### src/rtoe_pkg.sv
`timescale 1ns / 1ps
// ----------------------------------------------------------------------------
// rtoe_pkg
// Shared types and constants of the retransmission timeout estimator.
// ----------------------------------------------------------------------------
package rtoe_pkg;

  // operation codes
  localparam logic [1:0] OP_RESTART      = 2'd0;
  localparam logic [1:0] OP_ACK_SAMPLE   = 2'd1;
  localparam logic [1:0] OP_ACK_NOSAMPLE = 2'd2;
  localparam logic [1:0] OP_TIMEOUT      = 2'd3;

  // configuration register indexes
  localparam int unsigned CFG_IDX_W = 2;
  localparam logic [CFG_IDX_W-1:0] CFG_IDX_RTO_MIN     = 2'd0;
  localparam logic [CFG_IDX_W-1:0] CFG_IDX_RTO_MAX     = 2'd1;
  localparam logic [CFG_IDX_W-1:0] CFG_IDX_RTO_INITIAL = 2'd2;
  localparam logic [CFG_IDX_W-1:0] CFG_IDX_RETRY_LIMIT = 2'd3;

  // configuration reset values
  localparam logic [15:0] RTO_MIN_RESET     = 16'd200;
  localparam logic [15:0] RTO_MAX_RESET     = 16'd60000;
  localparam logic [15:0] RTO_INITIAL_RESET = 16'd1000;
  localparam logic [3:0]  RETRY_LIMIT_RESET = 4'd6;

  // retry counter saturates here, always above any retry limit
  localparam logic [4:0] RETRY_SAT = 5'd16;
  // floor of the variance term added to srtt
  localparam int unsigned SPREAD_MIN = 10;

  typedef struct packed {
    logic [1:0]  operation;
    logic [15:0] rtt_ticks;
  } in_item_t;

  typedef struct packed {
    logic [15:0] rto_value;
    logic [15:0] smoothed_rtt;
    logic [15:0] rtt_deviation;
    logic [4:0]  retry_count;
    logic        give_up;
  } out_item_t;

  typedef struct packed {
    logic [15:0] rto_min;
    logic [15:0] rto_max;
    logic [15:0] rto_initial;
    logic [3:0]  retry_limit;
  } cfg_t;

endpackage

### src/rtoe_cfg.sv
`timescale 1ns / 1ps
// ----------------------------------------------------------------------------
// rtoe_cfg
// Configuration register file: clamps, initial timeout and retry limit.
// ----------------------------------------------------------------------------
module rtoe_cfg
  import rtoe_pkg::*;
(
  input  logic                 clk,
  input  logic                 rst,
  input  logic                 wr_en,
  input  logic [CFG_IDX_W-1:0] wr_index,
  input  logic [15:0]          wr_data,
  output cfg_t                 cfg
);

  always_ff @(posedge clk) begin
    if (rst) begin
      cfg.rto_min     <= RTO_MIN_RESET;
      cfg.rto_max     <= RTO_MAX_RESET;
      cfg.rto_initial <= RTO_INITIAL_RESET;
      cfg.retry_limit <= RETRY_LIMIT_RESET;
    end else if (wr_en) begin
      case (wr_index)
        CFG_IDX_RTO_MIN:     cfg.rto_min     <= wr_data;
        CFG_IDX_RTO_MAX:     cfg.rto_max     <= wr_data;
        CFG_IDX_RTO_INITIAL: cfg.rto_initial <= wr_data;
        CFG_IDX_RETRY_LIMIT: cfg.retry_limit <= wr_data[3:0];
        default: begin
        end
      endcase
    end
  end

endmodule

### src/rtoe_engine.sv
`timescale 1ns / 1ps
// ----------------------------------------------------------------------------
// rtoe_engine
// Estimator state and its update for one operation.
// ----------------------------------------------------------------------------
module rtoe_engine
  import rtoe_pkg::*;
#(
  parameter int unsigned TIME_BITS = 16
)
(
  input  logic      clk,
  input  logic      rst,
  input  logic      en,
  input  in_item_t  item,
  input  cfg_t      cfg,
  output out_item_t result
);

  localparam int unsigned T  = TIME_BITS;
  localparam int unsigned SW = (T > 16) ? T : 16;
  localparam int unsigned CW = (T + 3 > 16) ? T + 3 : 16;
  localparam logic [T-1:0] TMAX = '1;

  logic [T-1:0] srtt, rttvar, rto;
  logic [4:0]   retry;
  logic         failed, seeded;
  logic [T-1:0] srtt_next, rttvar_next, rto_next;
  logic [4:0]   retry_next;
  logic         failed_next, seeded_next;

  logic [SW-1:0]  samp_ext, samp_sat, init_ext, init_sat;
  logic [T-1:0]   fold_in, diff, srtt_fold, rttvar_fold, rto_fold, rto_init, rto_dbl;
  logic [T+1:0]   var_sum, spread4, spread;
  logic [T+2:0]   srtt_sum, rto_sum;
  logic [CW-1:0]  rto_c, min_c, max_c, clamp_c, dbl_c, dbl_cap;
  logic [4:0]     retry_inc;
  logic           give;

  function automatic logic [15:0] to_field(input logic [T-1:0] v);
    logic [SW-1:0] w;
    w = SW'(v);
    return w[15:0];
  endfunction

  always_comb begin
    // saturate the sample to the time width
    samp_ext = SW'(item.rtt_ticks);
    samp_sat = (samp_ext > SW'(TMAX)) ? SW'(TMAX) : samp_ext;
    fold_in  = (item.operation == OP_ACK_SAMPLE) ? samp_sat[T-1:0] : srtt;

    diff     = (srtt > fold_in) ? srtt - fold_in : fold_in - srtt;
    var_sum  = {1'b0, rttvar, 1'b0} + (T+2)'(rttvar) + (T+2)'(diff);
    srtt_sum = {srtt, 3'b000} - (T+3)'(srtt) + (T+3)'(fold_in);

    if (seeded) begin
      srtt_fold   = srtt_sum[T+2:3];
      rttvar_fold = var_sum[T+1:2];
    end else begin
      srtt_fold   = (fold_in == '0) ? T'(1) : fold_in;
      rttvar_fold = fold_in >> 1;
    end

    spread4 = {rttvar_fold, 2'b00};
    spread  = (spread4 > (T+2)'(SPREAD_MIN)) ? spread4 : (T+2)'(SPREAD_MIN);
    rto_sum = (T+3)'(srtt_fold) + (T+3)'(spread);

    // lower clamp takes priority, then saturate
    rto_c = CW'(rto_sum);
    min_c = CW'(cfg.rto_min);
    max_c = CW'(cfg.rto_max);
    if (rto_c < min_c) begin
      clamp_c = min_c;
    end else if (rto_c > max_c) begin
      clamp_c = max_c;
    end else begin
      clamp_c = rto_c;
    end
    rto_fold = (clamp_c > CW'(TMAX)) ? TMAX : clamp_c[T-1:0];

    init_ext = SW'(cfg.rto_initial);
    init_sat = (init_ext > SW'(TMAX)) ? SW'(TMAX) : init_ext;
    rto_init = init_sat[T-1:0];

    // backoff: double, cap at rto_max, saturate
    dbl_c   = CW'({rto, 1'b0});
    dbl_cap = (dbl_c > max_c) ? max_c : dbl_c;
    rto_dbl = (dbl_cap > CW'(TMAX)) ? TMAX : dbl_cap[T-1:0];

    retry_inc = (retry < RETRY_SAT) ? retry + 5'd1 : retry;
    give      = retry_inc > {1'b0, cfg.retry_limit};

    srtt_next   = srtt;
    rttvar_next = rttvar;
    rto_next    = rto;
    retry_next  = retry;
    failed_next = failed;
    seeded_next = seeded;
    case (item.operation)
      OP_RESTART: begin
        srtt_next   = '0;
        rttvar_next = '0;
        rto_next    = rto_init;
        retry_next  = '0;
        failed_next = 1'b0;
        seeded_next = 1'b0;
      end
      OP_ACK_SAMPLE: begin
        srtt_next   = srtt_fold;
        rttvar_next = rttvar_fold;
        rto_next    = rto_fold;
        retry_next  = '0;
        seeded_next = 1'b1;
      end
      OP_ACK_NOSAMPLE: begin
        if (seeded) begin
          srtt_next   = srtt_fold;
          rttvar_next = rttvar_fold;
          rto_next    = rto_fold;
        end
        retry_next = '0;
      end
      OP_TIMEOUT: begin
        if (!failed) begin
          retry_next = retry_inc;
          if (give) begin
            failed_next = 1'b1;
          end else begin
            rto_next = rto_dbl;
          end
        end
      end
      default: begin
      end
    endcase

    result.rto_value     = to_field(rto_next);
    result.smoothed_rtt  = to_field(srtt_next);
    result.rtt_deviation = to_field(rttvar_next);
    result.retry_count   = retry_next;
    result.give_up       = failed_next;
  end

  always_ff @(posedge clk) begin
    if (rst) begin
      srtt   <= '0;
      rttvar <= '0;
      rto    <= T'(RTO_INITIAL_RESET);
      retry  <= '0;
      failed <= 1'b0;
      seeded <= 1'b0;
    end else if (en) begin
      srtt   <= srtt_next;
      rttvar <= rttvar_next;
      rto    <= rto_next;
      retry  <= retry_next;
      failed <= failed_next;
      seeded <= seeded_next;
    end
  end

  a_retry_bound: assert property (@(posedge clk) disable iff (rst)
    retry <= RETRY_SAT)
    else $error("retry counter above saturation");

  a_give_up_sticky: assert property (@(posedge clk) disable iff (rst)
    failed && !(en && item.operation == OP_RESTART) |=> failed)
    else $error("give_up cleared without restart");

  a_timeout_after_fail: assert property (@(posedge clk) disable iff (rst)
    en && failed && item.operation == OP_TIMEOUT |=> $stable(rto) && $stable(retry))
    else $error("timeout after give_up changed state");

  // srtt may decay to zero later, so only the seeded mark is required
  a_seed_on_sample: assert property (@(posedge clk) disable iff (rst)
    en && item.operation == OP_ACK_SAMPLE |=> seeded)
    else $error("sample did not seed the estimator");

endmodule

### src/tcp_rto_estimator_top.sv
`timescale 1ns / 1ps
// ----------------------------------------------------------------------------
// tcp_rto_estimator_top
// Retransmission timeout estimator with backoff and retry limit.
// ----------------------------------------------------------------------------
// Takes one item per clock cycle when the output side does not stall and
// returns one result item for each. An accepted item waits in an input
// register until the result register is free; in the cycle it moves on to
// the result register, from which it is offered at the output, the estimator
// state (srtt, rttvar, rto, retries, give_up) is updated by a single pass of
// combinational logic and the values after the update go to the result
// register. The state feeds back on itself in that same cycle, so the next
// item sees the result of this one with no bubble. The sustained rate is set
// by that state loop: one item per cycle unless the output stalls. When
// out_ready is low the result register holds, the input register still takes
// one more item, and in_ready drops only once both are full. Configuration
// writes are always taken (cfg_ready stays high) and should only be issued
// while the block is idle.
// ----------------------------------------------------------------------------
module tcp_rto_estimator_top
  import rtoe_pkg::*;
#(
  parameter int unsigned TIME_BITS = 16
)
(
  input  logic                 clk,
  input  logic                 rst,
  input  logic                 in_valid,
  output logic                 in_ready,
  input  in_item_t             in_item,
  output logic                 out_valid,
  input  logic                 out_ready,
  output out_item_t            out_item,
  input  logic                 cfg_valid,
  output logic                 cfg_ready,
  input  logic [CFG_IDX_W-1:0] cfg_index,
  input  logic [15:0]          cfg_data
);

  cfg_t      cfg;
  in_item_t  s1_item;
  logic      s1_valid, s1_valid_next;
  logic      out_valid_next;
  logic      advance, in_take;
  out_item_t result;

  // writes never stall
  assign cfg_ready = 1'b1;

  rtoe_cfg u_cfg (
    .clk      (clk),
    .rst      (rst),
    .wr_en    (cfg_valid),
    .wr_index (cfg_index),
    .wr_data  (cfg_data),
    .cfg      (cfg)
  );

  // move the held item through the estimator when the result slot is free
  assign advance  = s1_valid && (!out_valid || out_ready);
  assign in_ready = !s1_valid || advance;
  assign in_take  = in_valid && in_ready;

  rtoe_engine #(
    .TIME_BITS (TIME_BITS)
  ) u_engine (
    .clk    (clk),
    .rst    (rst),
    .en     (advance),
    .item   (s1_item),
    .cfg    (cfg),
    .result (result)
  );

  always_comb begin
    s1_valid_next = s1_valid;
    if (in_take) begin
      s1_valid_next = 1'b1;
    end else if (advance) begin
      s1_valid_next = 1'b0;
    end

    out_valid_next = out_valid;
    if (advance) begin
      out_valid_next = 1'b1;
    end else if (out_ready) begin
      out_valid_next = 1'b0;
    end
  end

  always_ff @(posedge clk) begin
    if (rst) begin
      s1_valid  <= 1'b0;
      out_valid <= 1'b0;
    end else begin
      s1_valid  <= s1_valid_next;
      out_valid <= out_valid_next;
    end
  end

  // payload registers: hold until the next item replaces them
  always_ff @(posedge clk) begin
    if (in_take) begin
      s1_item <= in_item;
    end
    if (advance) begin
      out_item <= result;
    end
  end

  a_empty_ready: assert property (@(posedge clk) disable iff (rst)
    !s1_valid |-> in_ready)
    else $error("input stalled with empty input register");

  a_advance_fills: assert property (@(posedge clk) disable iff (rst)
    advance |=> out_valid)
    else $error("advanced item did not reach the result register");

  a_full_stall: assert property (@(posedge clk) disable iff (rst)
    s1_valid && out_valid && !out_ready |-> !in_ready && !advance)
    else $error("item moved while both registers were full and stalled");

endmodule
### config.mk
export PLATFORM = sky130hd
export DESIGN_NAME = tcp_rto_estimator_top
export DESIGN_NICKNAME = d
export VERILOG_FILES = /design/src/rtoe_pkg.sv /design/src/rtoe_cfg.sv /design/src/rtoe_engine.sv /design/src/tcp_rto_estimator_top.sv
export SDC_FILE = /design/constraint.sdc
export NUM_CORES = 1
export LEC_CHECK = 0
export ABC_AREA = 1
export BUFFER_PORTS_ARGS = -buffer_cell sky130_fd_sc_hd__buf_2
export CORE_ASPECT_RATIO = 1.2
export CORE_MARGIN = 4
export CORE_UTILIZATION = 60
export DETAILED_ROUTE_END_ITERATION = 10
export GPL_ROUTABILITY_DRIVEN = 0
export GPL_TIMING_DRIVEN = 1
export PLACE_DENSITY = 0.85
export SYNTH_ARGS = -nofsm -noshare
export SYNTH_HDL_FRONTEND = slang
export SYNTH_SLANG_ARGS = --single-unit
export TNS_END_PERCENT = 50
### constraint.sdc
create_clock -name clk -period 10.9 [get_ports clk]
set_input_delay 1.09 -clock clk [delete_from_list [all_inputs] [get_ports clk]]
set_output_delay 1.09 -clock clk [all_outputs]
set_load 0.02 [all_outputs]
Word-level counts from Yosys, hierarchy flattened
Cells that the tools add are included.
{"block": "word_totals", "register_bits": 181, "input_bits": 41, "out_inout_bits": 57, "word_cells": 94}
{"block": "classes", "add_sub_neg": 8, "order_cmp": 11, "n_eq_ne": 6, "n_mux": 32, "n_reduce_logical": 18}
{"operator": "16-bit two-way mux", "n": 14}
{"operator": "16-bit one-hot mux with 3 select lines", "n": 2}
{"operator": "16-bit one-hot mux with 4 select lines", "n": 1}
{"operator": "19-bit by 16-bit > comparator with 1-bit output (second input constant)", "n": 2}
{"operator": "19-bit two-way mux", "n": 2}
{"operator": "16-bit > comparator (second input constant)", "n": 2}
{"operator": "16-bit subtractor", "n": 2}
{"operator": "16-bit by 18-bit adder with 19-bit output", "n": 1}
{"operator": "19-bit by 16-bit adder with 19-bit output", "n": 1}
{"operator": "19-bit by 16-bit > comparator with 1-bit output", "n": 1}
{"operator": "19-bit by 16-bit < comparator with 1-bit output", "n": 1}
{"operator": "19-bit by 16-bit subtractor with 19-bit output", "n": 1}
{"operator": "17-bit by 16-bit adder with 18-bit output", "n": 1}
{"operator": "18-bit by 16-bit adder with 18-bit output", "n": 1}
{"operator": "18-bit by 4-bit > comparator with 1-bit output (second input constant)", "n": 1}
{"operator": "18-bit two-way mux", "n": 1}
{"operator": "17-bit by 16-bit > comparator with 1-bit output", "n": 1}
{"operator": "17-bit two-way mux", "n": 1}
{"operator": "16-bit > comparator", "n": 1}
{"operator": "16-bit zero test", "n": 1}
{"operator": "5-bit two-way mux", "n": 2}
{"operator": "5-bit one-hot mux with 2 select lines", "n": 1}
{"operator": "2-bit AND reduction", "n": 5}
{"operator": "2-bit == test (second input constant)", "n": 4}
{"operator": "12 further kinds", "n": 25}

Logic depth before layout (Yosys ltp)
Gate-level depths: netlist (run 1).
{"block": "depth", "ltp_word": 17, "mapped_depth": 74, "ltp_nobuf": 70}

By module
A second synthesis (run 1) with hierarchy kept.
{"block": "hier_totals", "cells_unflattened": 2184, "hier_area_um2": 15205.8}
{"module": "rtoe_engine", "n_inst": 1, "cells_per_inst": 1794, "area_per_inst_um2": 10857.9, "seq_area_each_um2": 1101.1}
{"module": "tcp_rto_estimator_top", "n_inst": 1, "cells_per_inst": 86, "area_per_inst_um2": 2264.7, "seq_area_each_um2": 2202.1}
{"module": "rtoe_cfg", "n_inst": 1, "cells_per_inst": 304, "area_per_inst_um2": 2083.2, "seq_area_each_um2": 1041.0}

Worst setup path after synthesis (run 1)
OpenSTA, ideal clock, no wires.
{"block": "synth_path", "kind": "reg-to-reg", "start": "reg s1_item[17] (netlist name)", "end": "reg out_item[38] (netlist name) (data pin)", "setup_time_ps": 252, "arrival_ps": 8299, "required_ps": 10648, "path_slack_ps": 2349, "path_stages_with_launch": 71, "n_path_buf": 4, "period_less_slack_ps": 8551, "cell_sequence": "edfxtp_1 inv_1 ha_1 buf_6 inv_4 buf_6 nand2_1 nand2_2 ha_1 inv_1 o21bai_1 nor2_1 o21ai_2 a21boi_2 o21bai_2 a21boi_1 nor2_1 nor2_1 [... 35 more ...] nand2_1 inv_1 ha_1 nand2_1 nor2_1 a211oi_1 nand2_1 nand2_1 nand2_1 nand2_1 clkbuf_1 nand4_1 nand2_1 nand2_1 nand3_1 nand2_1 nand2_1 inv_1"}
{"element": "start: declaration", "line_no": "tcp_rto_estimator_top.sv:41", "rtl": "in_item_t s1_item;"}
{"element": "start signal: assignment", "line_no": "tcp_rto_estimator_top.sv:104", "rtl": "s1_item <= in_item;"}
{"element": "end signal: assignment", "line_no": "tcp_rto_estimator_top.sv:107", "rtl": "out_item <= result;"}
{"element": "end: declaration", "line_no": "tcp_rto_estimator_top.sv:33", "rtl": "output out_item_t out_item,"}

==> results of run 1 <==
critical path: cells and delay by family (launching register included):
| family | cells | cell delay [ns] |
|---|---|---|
| simple gates | 37 | 3.94 |
| fa+ha+maj | 7 | 2.47 |
| flops | 1 | 0.42 |
| buf+inv | 8 | 0.89 |
| compound gates | 14 | 2.11 |
through the flow:
| stage | utilization (%) | cells |
|---|---|---|
| after floorplan | - | 2121 |
| after global placement | 63.4 | 2469 |
| after detailed placement | 63.4 | 2469 |
| after CTS | 65.8 | 2501 |
| after global routing | 66.1 | 2502 |
| final | 66.1 | 2502 |
logic make-up (layout without fill, tap and decap cells):
| logic type | Yosys count | after routing | synth area share, % |
|---|---|---|---|
| compound gates | 527 | 527 | 20.0 |
| xor+xnor | 47 | 47 | 2.74 |
| fa+ha+maj | 166 | 166 | 15.5 |
| buf+inv | 418 | 473 | 10.8 |
| flops | 181 | 181 | 28.9 |
| mux | 1 | 1 | 0.0666 |
| other cells | 1 | 1 | 0.0249 |
| simple gates | 780 | 781 | 22.0 |
final timing paths:
check | start | end | depth (start not counted)
worst max-delay path | s1_item[17]$_DFFE_PP_ | out_item[46]$_DFFE_PP_ | 66
worst min-delay path | u_cfg.cfg[6]$_SDFFE_PP0P_ | u_cfg.cfg[6]$_SDFFE_PP0P_ | 2
worst max register to register | s1_item[17]$_DFFE_PP_ | out_item[46]$_DFFE_PP_ | 66
worst min register to register | u_cfg.cfg[6]$_SDFFE_PP0P_ | u_cfg.cfg[6]$_SDFFE_PP0P_ | 2
placed cells by master, fill, tap and decap left out, types with 4 or more instances in the layout:
| cell type | instances |
|---|---|
| nand2_1 | 470 |
| inv_1 | 322 |
| a21oi_1 | 212 |
| o21ai_0 | 178 |
| ha_1 | 132 |
| nor2_1 | 117 |
| dfxtp_1 | 108 |
| buf_2 | 96 |
| nand3_1 | 87 |
| edfxtp_1 | 72 |
| nand4_1 | 40 |
| o211ai_1 | 34 |
| fa_1 | 33 |
| xor2_1 | 29 |
| nand2_2 | 22 |
| a211oi_1 | 20 |
| nor3_1 | 18 |
| xnor2_1 | 18 |
| clkbuf_16 | 17 |
| buf_4 | 13 |
| o21bai_1 | 9 |
| o21a_1 | 9 |
| a31oi_1 | 9 |
| a21boi_1 | 7 |
| or2_2 | 6 |
| a21o_1 | 6 |
| nand3b_1 | 5 |
| o22ai_1 | 5 |
| inv_6 | 5 |
| clkinv_1 | 4 |
| o21ai_1 | 4 |
| o21ai_2 | 4 |
| o221ai_1 | 4 |
| a21oi_2 | 4 |
area by class of cell:
cell class	instances	area share [%]
clock buffers	18	2.63
clock inverters	14	0.990
inverters	332	7.69
multi-input cells	1523	56.0
flip-flops and latches	181	26.7
well taps	325	2.49
repair buffers	109	3.55
registers in the layout (all words and copies together) (netlist names):
register,cells
s1_item,18
u_engine.srtt,16
u_engine.failed,1
u_engine.retry,5
u_engine.rttvar,16
out_item,54
out_valid,1
u_engine.seeded,1
u_cfg.cfg,52
u_engine.rto,16
s1_valid,1
repair_timing:
| action | in CTS | in global routing |
|---|---|---|
| endpoints found under the hold margin | 0 | 0 |
| endpoints found under the setup margin | 0 | 32 |
| setup buffers | 0 | 0 |
| gates resized for setup | 0 | 11 |
power by group:
| group | internal [W] | total [W] | switching (W) |
|---|---|---|---|
| clock network | 0.000345 | 0.000646 | 0.000301 |
| registers | 0.000755 | 0.000789 | 0.0000341 |
| logic | 0.000452 | 0.00137 | 0.000914 |
| total | 0.00155 | 0.00280 | 0.00125 |
metal layers:
metal / track usage (%) / vias up
li1: - / 7131
met1: 35.7 / 6871
met2: 55.2 / 929
met3: 6.05 / 282
met4: 21.2 / 0
met5: 0 / -
==> summary.md, run 1 <==
| Metric | Value |
|---|---|
| Outcome | `finished, final reports clean` |
| Instance count of the mapped netlist | `approximately 2100` |
| Leakage | `8.08 nW` |
| Dominant synthesized flop cell | `dfxtp_1` |
| # rows | `63` |
| CTS tree | `done` |
| Worst-Skew Late Latency | `0.46 ns` |
| Synth area leaders | `dfxtp_1 (15%), edfxtp_1 (14%), nand2_1 (12%)` |
| Power consumption | `roughly 0.0028 W` |
| Count of state elements after synthesis | `roughly 180` |
| Multi-input logic area | `just over 9000 µm²` |
| Final worst slack | `roughly 0.8 ns` |
| Fin Setup TNS | `0 ns` |
| Overall routed net length | `around 45000 µm` |
| Max H-tree Level | `4` |
| Mapped cell area | `15000 µm²` |
| Max Transition Viols Final | `0` |
| TritonCTS Buffers | `17` |
| CTS root buf | `clkbuf_16` |
| Core area | `~25000 µm²` |
| Vias per cell | `between 6 and 7` |
| Die Ht | `181 µm` |
| Syn. warnings | `0` |
| Setup slack, reg-to-reg | `between 0.8 and 0.9 ns` |
| CP max-delay cell | `fa_1` |
| Design area | `approximately 16000 µm²` |
| Worst-path clk slew | `0.08 ns` |
| Setup crit end kind | `flop` |
| Top-area cell type share of the netlist area | `between 10% and 20%` |
| Share of cells above drive strength 1 | `under 10%` |
| Die width | `roughly 150 µm` |
| Mapped Nets | `~2300` |
| Post-DRT Antenna Nets | `0` |
| Worst-Margin Slew | `about 1.2 ns` |
| Final Net Count | `2371` |
| Drt pass-1 iters | `6` |
| HP Class | `flop to flop` |
| Clk buf depth | `2` |
| Clock skew | `between 0.015 and 0.02 ns` |
| First-pass GRT wire length | `about 70000 µm` |
| Synth area leader | `dfxtp_1` |
| Vias | `between 15000 and 20000` |
| Sequential share of the synthesized area | `roughly 29%` |
| Worst hold slack | `approximately 0.46 ns` |
| Critical-path maximum fanout | `22` |
| Fillers | `between 2000 and 2500` |
| DR WL met2 | `between 20000 and 25000 µm` |
| Pwr Density | `172 nW/µm²` |
| Vias in the first global route | `approximately 15000` |
| Post-route DRC violation count | `0` |
| VDD IR max | `0.127 mV` |
| Sequential cell area | `4350 µm²` |
| GR Overflow Total | `0` |
| Initial drt markers | `around 1500` |
| Relative slew slack | `about 23%` |
| RSZ-0062 raised after global routing | `no` |
| Max cap viols | `0` |
| IO Count | `98` |
| CP most frequent cell | `nand2_1` |
| Final HPWL DP | `33400 µm` |
| Largest net degree at the start of global routing | `82` |
| Dpl ws | `roughly 0.16 ns` |
| Dpl cell area | `between 15000 and 20000 µm²` |
| Final Hold Viols | `0` |
| Avg Inst Size Synth | `around 7.1 µm²` |
| Initial Util | `just over 60%` |
| Critical path arrival | `roughly 10 ns` |
| Post-synth EDFFs | `72` |
| Final period utilization | `92.6%` |
| Synth unique cells | `approximately 60` |
| Final setup fails | `0` |
| Count leader, synth | `nand2_1` |
| Met3 routed WL | `approximately 4100 µm` |
| Layout area overhead | `8.42%` |
| Critical path type | `flop to flop` |
| Drt wl/cell | `about 18 µm` |
| IO buf count | `96` |
| Total GRT Usage | `between 30% and 40%` |
| Max stage delay on crit path | `roughly 0.52 ns` |
| Die area | `~28000 µm²` |
| WL met1 | `~16000 µm` |
| Synth top cells by count | `nand2_1 (472), inv_1 (322), a21oi_1 (212)` |
| Crit path required time | `11.10 ns` |
| Peak Freq | `0.0990 GHz` |
| Minimum clock period | `approximately 10 ns` |
| Hold-fix buffer count after cts | `0` |
| Initial antenna violation count | `0` |
| Post-synthesis async set-or-reset flop share | `0%` |
| # diodes | `0` |
| Nature of the critical path startpoint | `flop` |
| Max layer used | `met4` |
| Clock Sinks | `181` |
Power figures use the tool's default switching activity.
==> run 2: changes to the inputs <==
Settings changed: ABC_AREA 1 to unset.
==> run 2 against run 1 <==
Cell count decreased by 10%. Sequential power decreased by 1%. First-iteration DRC count increased by 3.8%. Flip-flop and latch count unchanged. Clock skew increased by 0.0093 ns.
==> summary.md, run 2 <==
| Metric | Value |
|---|---|
| Final setup fails | `0` |
| Critical path type | `flop to flop` |
| Worst hold slack | `approximately 0.46 ns` |
| Commonest non-fill, non-tap cell in the layout | `nand2_1` |
| IO Count | `98` |
| Peak Freq | `0.0920 GHz` |
| Die Ht | `roughly 180 µm` |
| Drt pass-1 iters | `8` |
| Max Transition Viols Final | `0` |
| Critical-path maximum fanout | `18` |
| Minimum clock period | `about 11 ns` |
| Final Net Count | `2119` |
| Vias per cell | `6.76` |
| Non-Filler Instances | `approximately 2200` |
| Number of flip-flops in the largest register | `54` |
| Hold-fix buffer count after cts | `0` |
| Count of state elements after synthesis | `181` |
| Total GRT Usage | `between 30% and 40%` |
| Critical path arrival | `about 11 ns` |
| Die area | `roughly 27000 µm²` |
| Overall routed net length | `slightly below 50000 µm` |
| Crit path required time | `between 10 and 15 ns` |
| Post-synth EDFFs | `just over 70` |
| Synth area leaders | `dfxtp_1 (15%), edfxtp_1 (15%), ha_1 (11%)` |
| Initial Util | `between 60 and 70%` |
| Share of cells above drive strength 1 | `~17%` |
| CP max-delay cell | `or4b_4` |
| Worst-path clk slew | `roughly 0.08 ns` |
| TritonCTS Buffers | `17` |
| Largest registers | `out_item (54), u_cfg.cfg (52), s1_item (18)` |
| Max cap viols | `0` |
| Clk buf depth | `2` |
| Post-route DRC violation count | `0` |
| Mapped Nets | `slightly above 2000` |
| Drt wl/cell | `21.9 µm` |
| Dominant synthesized flop cell | `dfxtp_1` |
| Worst-Margin Slew | `1.34 ns` |
| Hold Path Sink | `u_cfg.cfg[17]$_SDFFE_PP0P_` |
| Initial antenna violation count | `0` |
| Post-DRT Antenna Nets | `0` |
| Outcome | `finished, final reports clean` |
| Reg with most FFs | `out_item` |
| Min-Delay Startpoint | `u_cfg.cfg[17]$_SDFFE_PP0P_` |
| Vias in the first global route | `roughly 15000` |
| Die width | `approximately 150 µm` |
| Final period utilization | `about 100%` |
| Syn. warnings | `0` |
| Core area | `24000 µm²` |
| WHS Path Cells | `2` |
| # diodes | `0` |
| CTS tree | `done` |
| VDD IR max | `~0.13 mV` |
| CTS root buf | `clkbuf_16` |
| Clock Sinks | `between 150 and 200` |
| Post-synthesis async set-or-reset flop share | `0%` |
| Reg2Reg Depth | `44` |
| R2r endpoint | `u_engine.rto[12]$_SDFFE_PP0P_` |
| Initial drt markers | `1600` |
| Mapped cell area | `~15000 µm²` |
| Worst-Skew Late Latency | `0.47 ns` |
| Top-area cell type share of the netlist area | `between 10% and 20%` |
| Power consumption | `0.00277 W` |
| Synth unique cells | `84` |
| Synth area leader | `dfxtp_1` |
| Most frequent cells in the layout | `nand2_1 (248), inv_1 (172), a21oi_1 (166)` |
| IO buf count | `96` |
| Setup crit end kind | `flop` |
| Max H-tree Level | `4` |
| Count leader, synth | `nand2_1` |
| # rows | `62` |
| Pwr Density | `around 160 nW/µm²` |
| Final Hold Viols | `0` |
| Layout area overhead | `14.8%` |
| Synth top cells by count | `nand2_1 (249), a21oi_1 (174), inv_1 (174)` |
| Instance count of the mapped netlist | `about 1800` |
| Largest net degree at the start of global routing | `76` |
| First-pass GRT wire length | `~75000 µm` |
| Placed Instances | `roughly 2200` |
| Avg Inst Size Synth | `around 8.1 µm²` |
| GR Overflow Total | `0` |
| Sequential share of the synthesized area | `roughly 30%` |
| Setup slack, reg-to-reg | `0.03 ns` |
| Final HPWL DP | `roughly 35000 µm` |
| Clock skew | `0.0261 ns` |
| Leakage | `around 7.2 nW` |
| Vias | `15200` |
| CP most frequent cell | `nand2_1` |
| HP Class | `flop to flop` |
| Relative slew slack | `roughly a tenth` |
| Max stage delay on crit path | `roughly 0.51 ns` |
| Nature of the critical path startpoint | `flop` |
| Launch point of the worst reg-to-reg path | `s1_item[17]$_DFFE_PP_` |
[run 2: cell count changes after synthesis, moves of 16 or more]
cell / change
a21o_1: +17
a21oi_1: -38
inv_1: -148
mux2_2: +22
nand2_1: -223
nand2_2: -22
nand2b_1: +16
nand3_1: -51
nand4_1: -25
nor2b_1: +17
o21a_1: +18
o21ai_0: -82
o31ai_1: +19
[run 2: kinds of logic after synthesis]
logic type / Yosys count / synth area share, %
AOI/OAI and AO/OA: 558 / 25.0
and+or+nand+nor: 556 / 17.2
buffers and inverters: 266 / 6.86
DFF: 181 / 29.5
adders and majority gates: 166 / 15.8
xor gates and xnor gates: 47 / 2.80
muxes: 38 / 2.77
other: 1 / 0.0255
[run 2: final cells by class]
type                    instances  area, µm²
well taps                     320        400
clock inverters                13        126
fillers                      1806       7150
flip-flops and latches        181       4350
clock buffers                  19        433
multi-input cells            1366       9850
repair buffers                171       1080
inverters                     175        658
[run 2: worst max-delay path, delay by kind of cell (launching register included)]
kind            cells  cell delay [ns]
compound gates     17             3.61
xor+xnor            1             0.22
fa+ha+maj           7             2.07
buf+inv             6             0.80
flops               1             0.44
mux                 1             0.37
simple gates       12             3.26
[run 2: report_power, final]
| part | internal [W] | switching, W | leakage, nW |
|---|---|---|---|
| Sequential | 0.000746 | 0.0000347 | 1.59 |
| Combinational | 0.000532 | 0.000842 | 5.35 |
| Clock | 0.000304 | 0.000310 | 0.269 |
| Total | 0.00158 | 0.00119 | 7.21 |
[run 2: how the worst max path moves through the flow]
stage                                     start                             to  slack (ns)
after global routing      s1_item[17]$_DFFE_PP_         out_item[53]$_DFFE_PP_       -0.79
after global placement    s1_item[17]$_DFFE_PP_  u_engine.rto[12]$_SDFFE_PP0P_       -0.04
final                     s1_item[17]$_DFFE_PP_  u_engine.rto[12]$_SDFFE_PP0P_        0.03
after CTS                 s1_item[17]$_DFFE_PP_  u_engine.rto[12]$_SDFFE_PP0P_       0.009
after detailed placement  s1_item[17]$_DFFE_PP_  u_engine.rto[14]$_SDFFE_PP0P_       -0.31
after floorplan           s1_item[17]$_DFFE_PP_         out_item[42]$_DFFE_PP_        0.04
[run 2: through the flow]
step,setup WS [ns],area [µm²],util [%],setup TNS [ns]
after detailed placement,-0.306,15600,65.0,-4.30
final,0.0314,16900,70.3,0
after global routing,-0.793,16900,70.3,-20.35
after global placement,-0.0433,15600,65.0,-0.102
after CTS,0.00855,16200,67.6,0
after floorplan,0.0443,14700,-,0
[run 2: timing repair]
item / in CTS / in global routing
pin swaps: 0 / 30
resized for setup: 6 / 122
endpoints found under the setup margin: 32 / 32
buffers inserted: 2 / 24
[run 2: per-layer routing]
| layer | share of wire, % | global-route usage, % |
|---|---|---|
| met5 | 0 | 0.741 |
| met3 | 9.9 | 7.46 |
| met1 | 34 | 39.8 |
| met2 | 46 | 56.3 |
| met4 | 9.7 | 26.2 |
